--- src/svf_pkg.sv ---
// Shared types, constants and saturation helpers for the state variable filter.
// No dependencies; every other file of the block but the assertion macros header uses it.
package svf_pkg;

  localparam int SAMPLE_BITS_DEF = 24;
  localparam int INNER_W         = 38;
  localparam int STATE_W         = 32;
  localparam int WIDE_W          = 64;
  localparam int G_FRAC          = 18;
  localparam int K_FRAC          = 22;
  localparam int INV_FRAC        = 23;
  localparam int CFG_W           = 24;
  localparam int CFG_IDX_W       = 2;
  localparam int MODE_W          = 2;
  localparam int G_W             = 23;
  localparam int K_W             = 24;
  localparam int INV_W           = 24;
  localparam int COEF_W          = 25;

  typedef logic signed [WIDE_W-1:0]  svf_wide_t;
  typedef logic signed [INNER_W-1:0] svf_inner_t;
  typedef logic signed [STATE_W-1:0] svf_state_t;

  localparam svf_wide_t INNER_MAX = (64'sd1 <<< (INNER_W - 1)) - 64'sd1;
  localparam svf_wide_t INNER_MIN = -INNER_MAX - 64'sd1;
  localparam svf_wide_t STATE_MAX = (64'sd1 <<< (STATE_W - 1)) - 64'sd1;
  localparam svf_wide_t STATE_MIN = -STATE_MAX - 64'sd1;
  localparam svf_wide_t G_HALF    = 64'sd1 <<< (G_FRAC - 1);
  localparam svf_wide_t K_HALF    = 64'sd1 <<< (K_FRAC - 1);
  localparam svf_wide_t INV_HALF  = 64'sd1 <<< (INV_FRAC - 1);

  // Register indexes on the configuration port
  localparam logic [CFG_IDX_W-1:0] REG_MODE = 2'd0;
  localparam logic [CFG_IDX_W-1:0] REG_G    = 2'd1;
  localparam logic [CFG_IDX_W-1:0] REG_K    = 2'd2;
  localparam logic [CFG_IDX_W-1:0] REG_INV  = 2'd3;

  localparam logic [G_W-1:0]   G_RST   = 23'd17182;
  localparam logic [K_W-1:0]   K_RST   = 24'd4194304;
  localparam logic [INV_W-1:0] INV_RST = 24'd7841013;

  typedef enum logic [MODE_W-1:0] {
    MODE_LOW   = 2'd0,
    MODE_HIGH  = 2'd1,
    MODE_BAND  = 2'd2,
    MODE_NOTCH = 2'd3
  } svf_mode_t;

  // One step per product on the shared multiplier
  typedef enum logic [2:0] {
    STEP_G_V3    = 3'd0,
    STEP_INV_V1N = 3'd1,
    STEP_K_HP    = 3'd2,
    STEP_INV_HP  = 3'd3,
    STEP_G_BP    = 3'd4,
    STEP_G_LP    = 3'd5
  } svf_step_t;

  typedef struct packed {
    logic      load;
    logic      mul;
    logic      post;
    logic      finish;
    svf_step_t step;
  } svf_cmd_t;

  function automatic svf_step_t step_next(svf_step_t s);
    case (s)
      STEP_G_V3:    return STEP_INV_V1N;
      STEP_INV_V1N: return STEP_K_HP;
      STEP_K_HP:    return STEP_INV_HP;
      STEP_INV_HP:  return STEP_G_BP;
      STEP_G_BP:    return STEP_G_LP;
      default:      return STEP_G_V3;
    endcase
  endfunction

  function automatic svf_inner_t sat_inner(svf_wide_t v);
    if (v > INNER_MAX) return svf_inner_t'(INNER_MAX);
    if (v < INNER_MIN) return svf_inner_t'(INNER_MIN);
    return svf_inner_t'(v);
  endfunction

  function automatic svf_state_t sat_state(svf_wide_t v);
    if (v > STATE_MAX) return svf_state_t'(STATE_MAX);
    if (v < STATE_MIN) return svf_state_t'(STATE_MIN);
    return svf_state_t'(v);
  endfunction

endpackage

--- src/svf_ctrl.sv ---
// Sequencer for the state variable filter: walks the six products and hands
// the result to the output register. Depends on svf_pkg.
module svf_ctrl (
  input  logic              clk,
  input  logic              rst,
  input  logic              in_valid,
  output logic              in_ready,
  output logic              out_valid,
  input  logic              out_ready,
  output svf_pkg::svf_cmd_t cmd
);

  typedef enum logic [1:0] {
    ST_IDLE,
    ST_MUL,
    ST_POST,
    ST_FINISH
  } state_t;

  state_t              state;
  svf_pkg::svf_step_t  step;

  assign in_ready = (state == ST_IDLE);

  always_comb begin
    cmd.load   = (state == ST_IDLE) && in_valid;
    cmd.mul    = (state == ST_MUL);
    cmd.post   = (state == ST_POST);
    // hold the finish until the output register is free or draining
    cmd.finish = (state == ST_FINISH) && (!out_valid || out_ready);
    cmd.step   = step;
  end

  always_ff @(posedge clk) begin
    if (rst) begin
      state     <= ST_IDLE;
      step      <= svf_pkg::STEP_G_V3;
      out_valid <= 1'b0;
    end else begin
      unique case (state)
        ST_IDLE: begin
          if (in_valid) begin
            state <= ST_MUL;
            step  <= svf_pkg::STEP_G_V3;
          end
        end
        ST_MUL: begin
          state <= ST_POST;
        end
        ST_POST: begin
          if (step == svf_pkg::STEP_G_LP) begin
            state <= ST_FINISH;
          end else begin
            state <= ST_MUL;
            step  <= svf_pkg::step_next(step);
          end
        end
        ST_FINISH: begin
          if (cmd.finish) begin
            state <= ST_IDLE;
          end
        end
      endcase
      out_valid <= cmd.finish | (out_valid & ~out_ready);
    end
  end

endmodule

--- config.mk ---
export PLATFORM = sky130hd
export DESIGN_NAME = svf_ctrl
export DESIGN_NICKNAME = d
export VERILOG_FILES = /design/src/svf_pkg.sv /design/src/svf_ctrl.sv
export SDC_FILE = /design/constraint.sdc
export NUM_CORES = 1
export LEC_CHECK = 0
export BUFFER_PORTS_ARGS = -buffer_cell sky130_fd_sc_hd__clkbuf_2
export CAP_MARGIN = 30
export CORE_AREA = 2 2 39 41
export DETAILED_ROUTE_END_ITERATION = 8
export DIE_AREA = 0 0 41 43
export SLEW_MARGIN = 25
export SYNTH_ARGS = -nofsm -noshare
export SYNTH_HDL_FRONTEND = slang
export SYNTH_SLANG_ARGS = --single-unit
--- constraint.sdc ---
create_clock -name clk -period 1.3 [get_ports clk]
set_clock_uncertainty 0.05 [all_clocks]
set_input_delay 0.13 -clock clk [delete_from_list [all_inputs] [get_ports clk]]
set_output_delay 0.13 -clock clk [all_outputs]
set_load 0.005 [all_outputs]
==> results of run 1 <==
## flip-flops by register name, indices dropped and copies added (netlist names)
signal / count
state: 2
out_valid: 1
step: 3
## timing repair
item                       CTS  global route
setup endpoints to repair    1             2
gates resized for setup      1             1
cloned                       0             0
## cell usage in the layout, fill, tap and decap left out, types with 2 or more instances in the layout
master,instances
sky130_fd_sc_hd__nor2b_1,2
sky130_fd_sc_hd__clkbuf_2,12
sky130_fd_sc_hd__nor2_1,5
sky130_fd_sc_hd__nand2_1,3
sky130_fd_sc_hd__inv_1,2
sky130_fd_sc_hd__a21oi_1,5
sky130_fd_sc_hd__dfxtp_2,2
sky130_fd_sc_hd__o21ai_0,4
sky130_fd_sc_hd__dfxtp_1,4
sky130_fd_sc_hd__clkbuf_4,3
## synthesized netlist by cell type (all sizes together)
cell type,instances
nor3,1
nand2,3
and2b,1
buf,1
and4bb,1
nor2,5
a21oi,6
nand3,1
nor2b,2
nor3b,1
inv,2
o21bai,1
o21ai,4
a211oi,1
dfxtp,6
and2,1
## cells by family after synthesis
logic type,after synthesis,share of synthesized area
AO/OA/AOI/OAI,12,0.258
buffers and inverters,3,0.0500
flip-flops,6,0.400
AND/OR/NAND/NOR,16,0.292
## path summary, 6_finish.rpt
check | startpoint | to | cells past startpoint
worst max-delay path | state[1] | cmd[3] | 3
worst min-delay path | rst | step[1] | 2
worst max register to register | state[0] | step[1] | 3
worst min register to register | step[0] | step[0] | 2
## per-stage QoR
step | worst slack, ns | power (W) | cell area, µm² | instances
2_1_floorplan | 0.290 | 0.000231 | 300 | 37
3_3_place_gp | 0.224 | 0.000254 | 373 | 64
3_5_place_dp | 0.215 | 0.000254 | 373 | 64
4_1_cts | 0.00919 | 0.000432 | 397 | 67
5_1_grt | 0.00823 | 0.000452 | 398 | 67
6_report | 0.0970 | 0.000430 | 398 | 67
## layer usage
layer | up-vias | GRT usage
li1 | 156 | -
met1 | 139 | 0.0997
met2 | 10 | 0.128
met3 | 4 | 0.0314
met4 | 0 | 0.0800
met5 | - | 0
## layout make-up
cell class | count | area [µm²] | area share
flip-flops and latches | 6 | 123 | 0.308
inverters | 2 | 7.51 | 0.0189
clock buffers | 3 | 22.5 | 0.0566
well taps | 16 | 20.0 | 0.0503
multi-input cells | 28 | 165 | 0.415
repair buffers | 12 | 60.1 | 0.151
## report_power, final
group          switching (W)  total [W]  leakage, nW  internal, W
Clock              0.0000737   0.000179       0.0138     0.000105
Sequential        0.00000916   0.000200       0.0495     0.000191
Combinational      0.0000259  0.0000506        0.109    0.0000247
==> results by group, run 1 <==
Setup path
  – Biggest cell delay along the critical path: 0.40 ns
  – Crit path cell chain: inv_1 -> nor3_1 -> clkbuf_2
  – Setup crit start kind: flop
  – Arrival time of the worst setup path: 1.02 ns
  – Worst-case register-to-register setup slack: 0.28 ns
  – Required time of the critical path: 1.12 ns
  – Crit path buf inv count: 2
  – Critical Path Sink Type: primary output
  – Critical-path cell with the highest stage delay: sky130_fd_sc_hd__dfxtp_2
  – Type of the setup path with the least slack: reg2out
  – Crit-path max FO: 9
  – Family with the most delay on the worst path: flip-flops

Floorplan
  – Core footprint: 1380 µm²
  – DIE WIDTH: 41 µm
  – Die height: 43 µm
  – Count of pins on the block boundary: 13
  – Area enclosed by the die boundary: 1760 µm²
  – Initial cell density of the core: 0.217
  – Number of rows in the core area: 14

Drt
  – Via count normalized by instance count: 4.61
  – Antenna viol nets, final: 0
  – Number of design-rule violations left by the first detailed-router iteration: 17
  – Number of iterations in the first detailed-routing pass: 4
  – DRC violations left: 0
  – Met2 wire length: 339 µm
  – Total number of vias: 309
  – Post-DR wirelength/cell: 9.97 µm
  – Total routed wire length on the met1 layer: 267 µm
  – Total detailed-routing wirelength: 668 µm
  – Met3 wire len: 48 µm
  – Top layer used by detailed routing: met4

Layout
  – Post-route core utilization: 0.288
  – Number of nets in the finished design: 57
  – Ratio of cells with drive above 1 in the final layout: 0.412
  – Fill cell instance count of the final layout: 162
  – Area Growth Syn to Fin: 32.5%
  – Diodes inserted: 0

Logic synthesis
  – Synthesized area: 300 µm²
  – Warnings, synthesis: 0
  – Fraction of the yosys area taken by sequential cells: 0.400
  – Leading cell types by total area after synthesis: sky130_fd_sc_hd__dfxtp_1, sky130_fd_sc_hd__a21oi_1, sky130_fd_sc_hd__o21ai_0, sky130_fd_sc_hd__nor2_1, sky130_fd_sc_hd__a211oi_2
  – Nets in the synthesized netlist: 41
  – Post-synthesis sequential element count: 6
  – Cell type with the highest aggregate area in the netlist: sky130_fd_sc_hd__dfxtp_1
  – Distinct cell type count after synthesis: 17
  – Area fraction of the dominant cell type after synthesis: 0.400
  – Mean post-synth cell area: 8.12 µm²
  – Post-synthesis cell count: 37

CTS
  – Clock Pin Slew Worst Setup and Hold Paths: 0.05 ns
  – Total setup buffers inserted after CTS: 0
  – Count of hold-fix buffers inserted at cts: 0
  – Buffer depth of the longest clock path: 2
  – TritonCTS buffer count: 3
  – H-tree depth: 1
  – Number of clock sinks seen by CTS: 6
  – Insertion delay of the later-clocked pin in the worst-skew pair: 0.25 ns
  – Buffer type at the clock tree root: sky130_fd_sc_hd__clkbuf_4
  – TritonCTS clock tree: done

Pwr
  – IR drop worst, VDD: 0.000420 V
  – Leakage: 0.172 nW
  – Pwr Density: 1080 nW/µm²

Timing
  – Peak Freq: 831 MHz
  – Post-route clock period utilization: 0.925
  – Worst slack on hold paths: 0.0912 ns
  – Max-slew violations: 0
  – Total of endpoints with negative setup slack in the final report: 0
  – Number of endpoints with negative hold slack in the final report: 0
  – Crit path time final: 1.20 ns
  – Setup tns final: 0 ns
  – Unrepaired setup endpoints after global routing: no
  – Worst slew margin relative to its limit: 0.852
  – Slew at the pin closest to its max-slew limit: 0.222 ns

GRT
  – Grt ovf: 0
  – Initial antenna violation count: 0
  – Wire length of the first global-routing pass: 1030 µm
  – Maximum number of pins on one net before global-route repair: 10
  – Tot GR Track Use: 0.0904
  – Vias in the first global route: 270

Hold path
  – HP Class: in2reg

Place
  – Global placement routability congestion: 0.724
  – Detailed placer's ending HPWL: 504 µm
  – Input/output buffers: 12

Outcome
  – Result of the run: completed

Job
  – Max-cap viol count: 0
Power figures use the tool's default switching activity.
==> inputs of run 2 (changes only) <==
SETUP_SLACK_MARGIN = 0.4   (was default)
==> run 2 against run 1 <==
Net effect: core utilization is 5.2 points higher; global-route usage up 1.0 points; flip-flop and latch count stayed put; wire length increased by 5.7%; die area is the same; clock-buffer cell count did not move; non-clock buffer count increased by 4; combinational power rose by 30%; worst hold slack worse by 0.0076 ns; first-iteration DRC count fell by 100%.
==> results by group, run 2 (synthesized netlist as in run 1, its figures left out) <==
CTS
  – TritonCTS buffer count: 3
  – Insertion delay of the later-clocked pin in the worst-skew pair: 0.24 ns
  – Number of clock sinks seen by CTS: 6
  – Buffer depth of the longest clock path: 2
  – Buffer type at the clock tree root: sky130_fd_sc_hd__clkbuf_4
  – TritonCTS clock tree: done
  – Clock Pin Slew Worst Setup and Hold Paths: 0.05 ns
  – H-tree depth: 1

Timing
  – Total of endpoints with negative setup slack in the final report: 0
  – Peak Freq: 863 MHz
  – Number of endpoints with negative hold slack in the final report: 0
  – Crit path time final: 1.16 ns
  – Unrepaired setup endpoints after global routing: yes
  – Worst slack on hold paths: 0.0836 ns
  – Worst slew margin relative to its limit: 0.873
  – Setup tns final: 0 ns
  – Post-route clock period utilization: 0.892
  – Slew at the pin closest to its max-slew limit: 0.191 ns
  – Max-slew violations: 0

Hold path
  – HP Class: in2reg

Layout
  – Biggest registers after layout: step: 3 flops, state: 2 flops, out_valid: 1 flops
  – Diodes inserted: 0
  – Area Growth Syn to Fin: 56.7%
  – Most frequent standard cell in the layout excluding fill and tap cells: sky130_fd_sc_hd__clkbuf_2
  – Ratio of cells with drive above 1 in the final layout: 0.618
  – Max FFs per register: 3
  – Biggest register: step
  – Number of nets in the finished design: 61
  – Leading cell types in the layout, fill and taps excluded: sky130_fd_sc_hd__clkbuf_2, sky130_fd_sc_hd__a21oi_1, sky130_fd_sc_hd__nor2_1, sky130_fd_sc_hd__buf_4

Drt
  – Number of iterations in the first detailed-routing pass: 1
  – Post-DR wirelength/cell: 9.94 µm
  – Antenna viol nets, final: 0
  – Total number of vias: 311
  – Total detailed-routing wirelength: 706 µm
  – Number of design-rule violations left by the first detailed-router iteration: 0
  – Via count normalized by instance count: 4.38
  – DRC violations left: 0

Setup path
  – Arrival time of the worst setup path: 0.98 ns
  – Family with the most delay on the worst path: flip-flops
  – Crit path buf inv count: 1
  – Crit-path max FO: 6
  – Critical-path cell with the highest stage delay: sky130_fd_sc_hd__dfxtp_4
  – Type of the setup path with the least slack: reg2out
  – Biggest cell delay along the critical path: 0.38 ns
  – Critical Path Sink Type: primary output
  – Crit path cell chain: and2b_2 -> clkbuf_2
  – Required time of the critical path: 1.12 ns
  – Setup crit start kind: flop

Floorplan
  – Die height: 43 µm
  – Area enclosed by the die boundary: 1760 µm²
  – DIE WIDTH: 41 µm
  – Core footprint: 1380 µm²
  – Count of pins on the block boundary: 13
  – Number of rows in the core area: 14
  – Initial cell density of the core: 0.217

GRT
  – Grt ovf: 0
  – Wire length of the first global-routing pass: 1100 µm
  – Initial antenna violation count: 0
  – Vias in the first global route: 284
  – Tot GR Track Use: 0.101
  – Maximum number of pins on one net before global-route repair: 8

Pwr
  – Leakage: 0.199 nW
  – Post-layout total power: 0.000438 W
  – IR drop worst, VDD: 0.000373 V
  – Pwr Density: 931 nW/µm²

Job
  – Max-cap viol count: 0

Place
  – Global placement routability congestion: 0.710
  – Input/output buffers: 12
  – Detailed placer's ending HPWL: 481 µm

Outcome
  – Result of the run: completed
[run 2: cell types whose count changed in the layout (fill, tap and decap cells not counted), sizes merged]
| cell | delta |
|---|---|
| buf | +8 |
| clkbuf | -4 |
[run 2: layout make-up]
cell class / instances / area (µm²)
sequential: 6 / 134
fill: 155 / 913
clock buffer: 3 / 22.5
inverter: 2 / 7.51
multi-input combinational: 28 / 190
tap: 16 / 20.0
timing repair buffer: 16 / 96.3
[run 2: power by group]
group,total [W],internal [W],switching [W]
sequential,0.000198,0.000188,0.0000108
clock,0.000174,0.000105,0.0000691
combinational,0.0000658,0.0000353,0.0000305
total,0.000438,0.000327,0.000110
[run 2: layer usage]
metal | track usage | vias to the layer above | share of wire
met1 | 0.107 | 133 | 0.42
met4 | 0.120 | 0 | 0.057
li1 | - | 166 | -
met5 | 0 | - | 0
met3 | 0.0366 | 4 | 0.045
met2 | 0.131 | 8 | 0.47
[run 2: repair_timing]
action | CTS | global route
pin swaps | 3 | 3
buffers inserted | 2 | 2
endpoints found under the setup margin | 13 | 13
hold buffers | 0 | 0
gates resized for setup | 10 | 9
[run 2: path summary, 6_finish.rpt]
kind         startpoint      end  slack (ns)  depth (start not counted)
min                 rst  step[0]        0.08                          2
max reg2reg    state[0]  step[1]        0.18                          4
max            state[0]   cmd[4]        0.14                          2
min reg2reg     step[1]  step[1]        0.43                          1
[run 2: metrics by stage]
step	area (µm²)	utilization	std cells	setup slack (ns)
4_1_cts	432	0.312	69	0.140
3_3_place_gp	374	0.270	64	0.281
2_1_floorplan	305	-	37	0.300
6_report	470	0.340	71	0.141
3_5_place_dp	374	0.270	64	0.245
5_1_grt	470	0.340	71	0.104
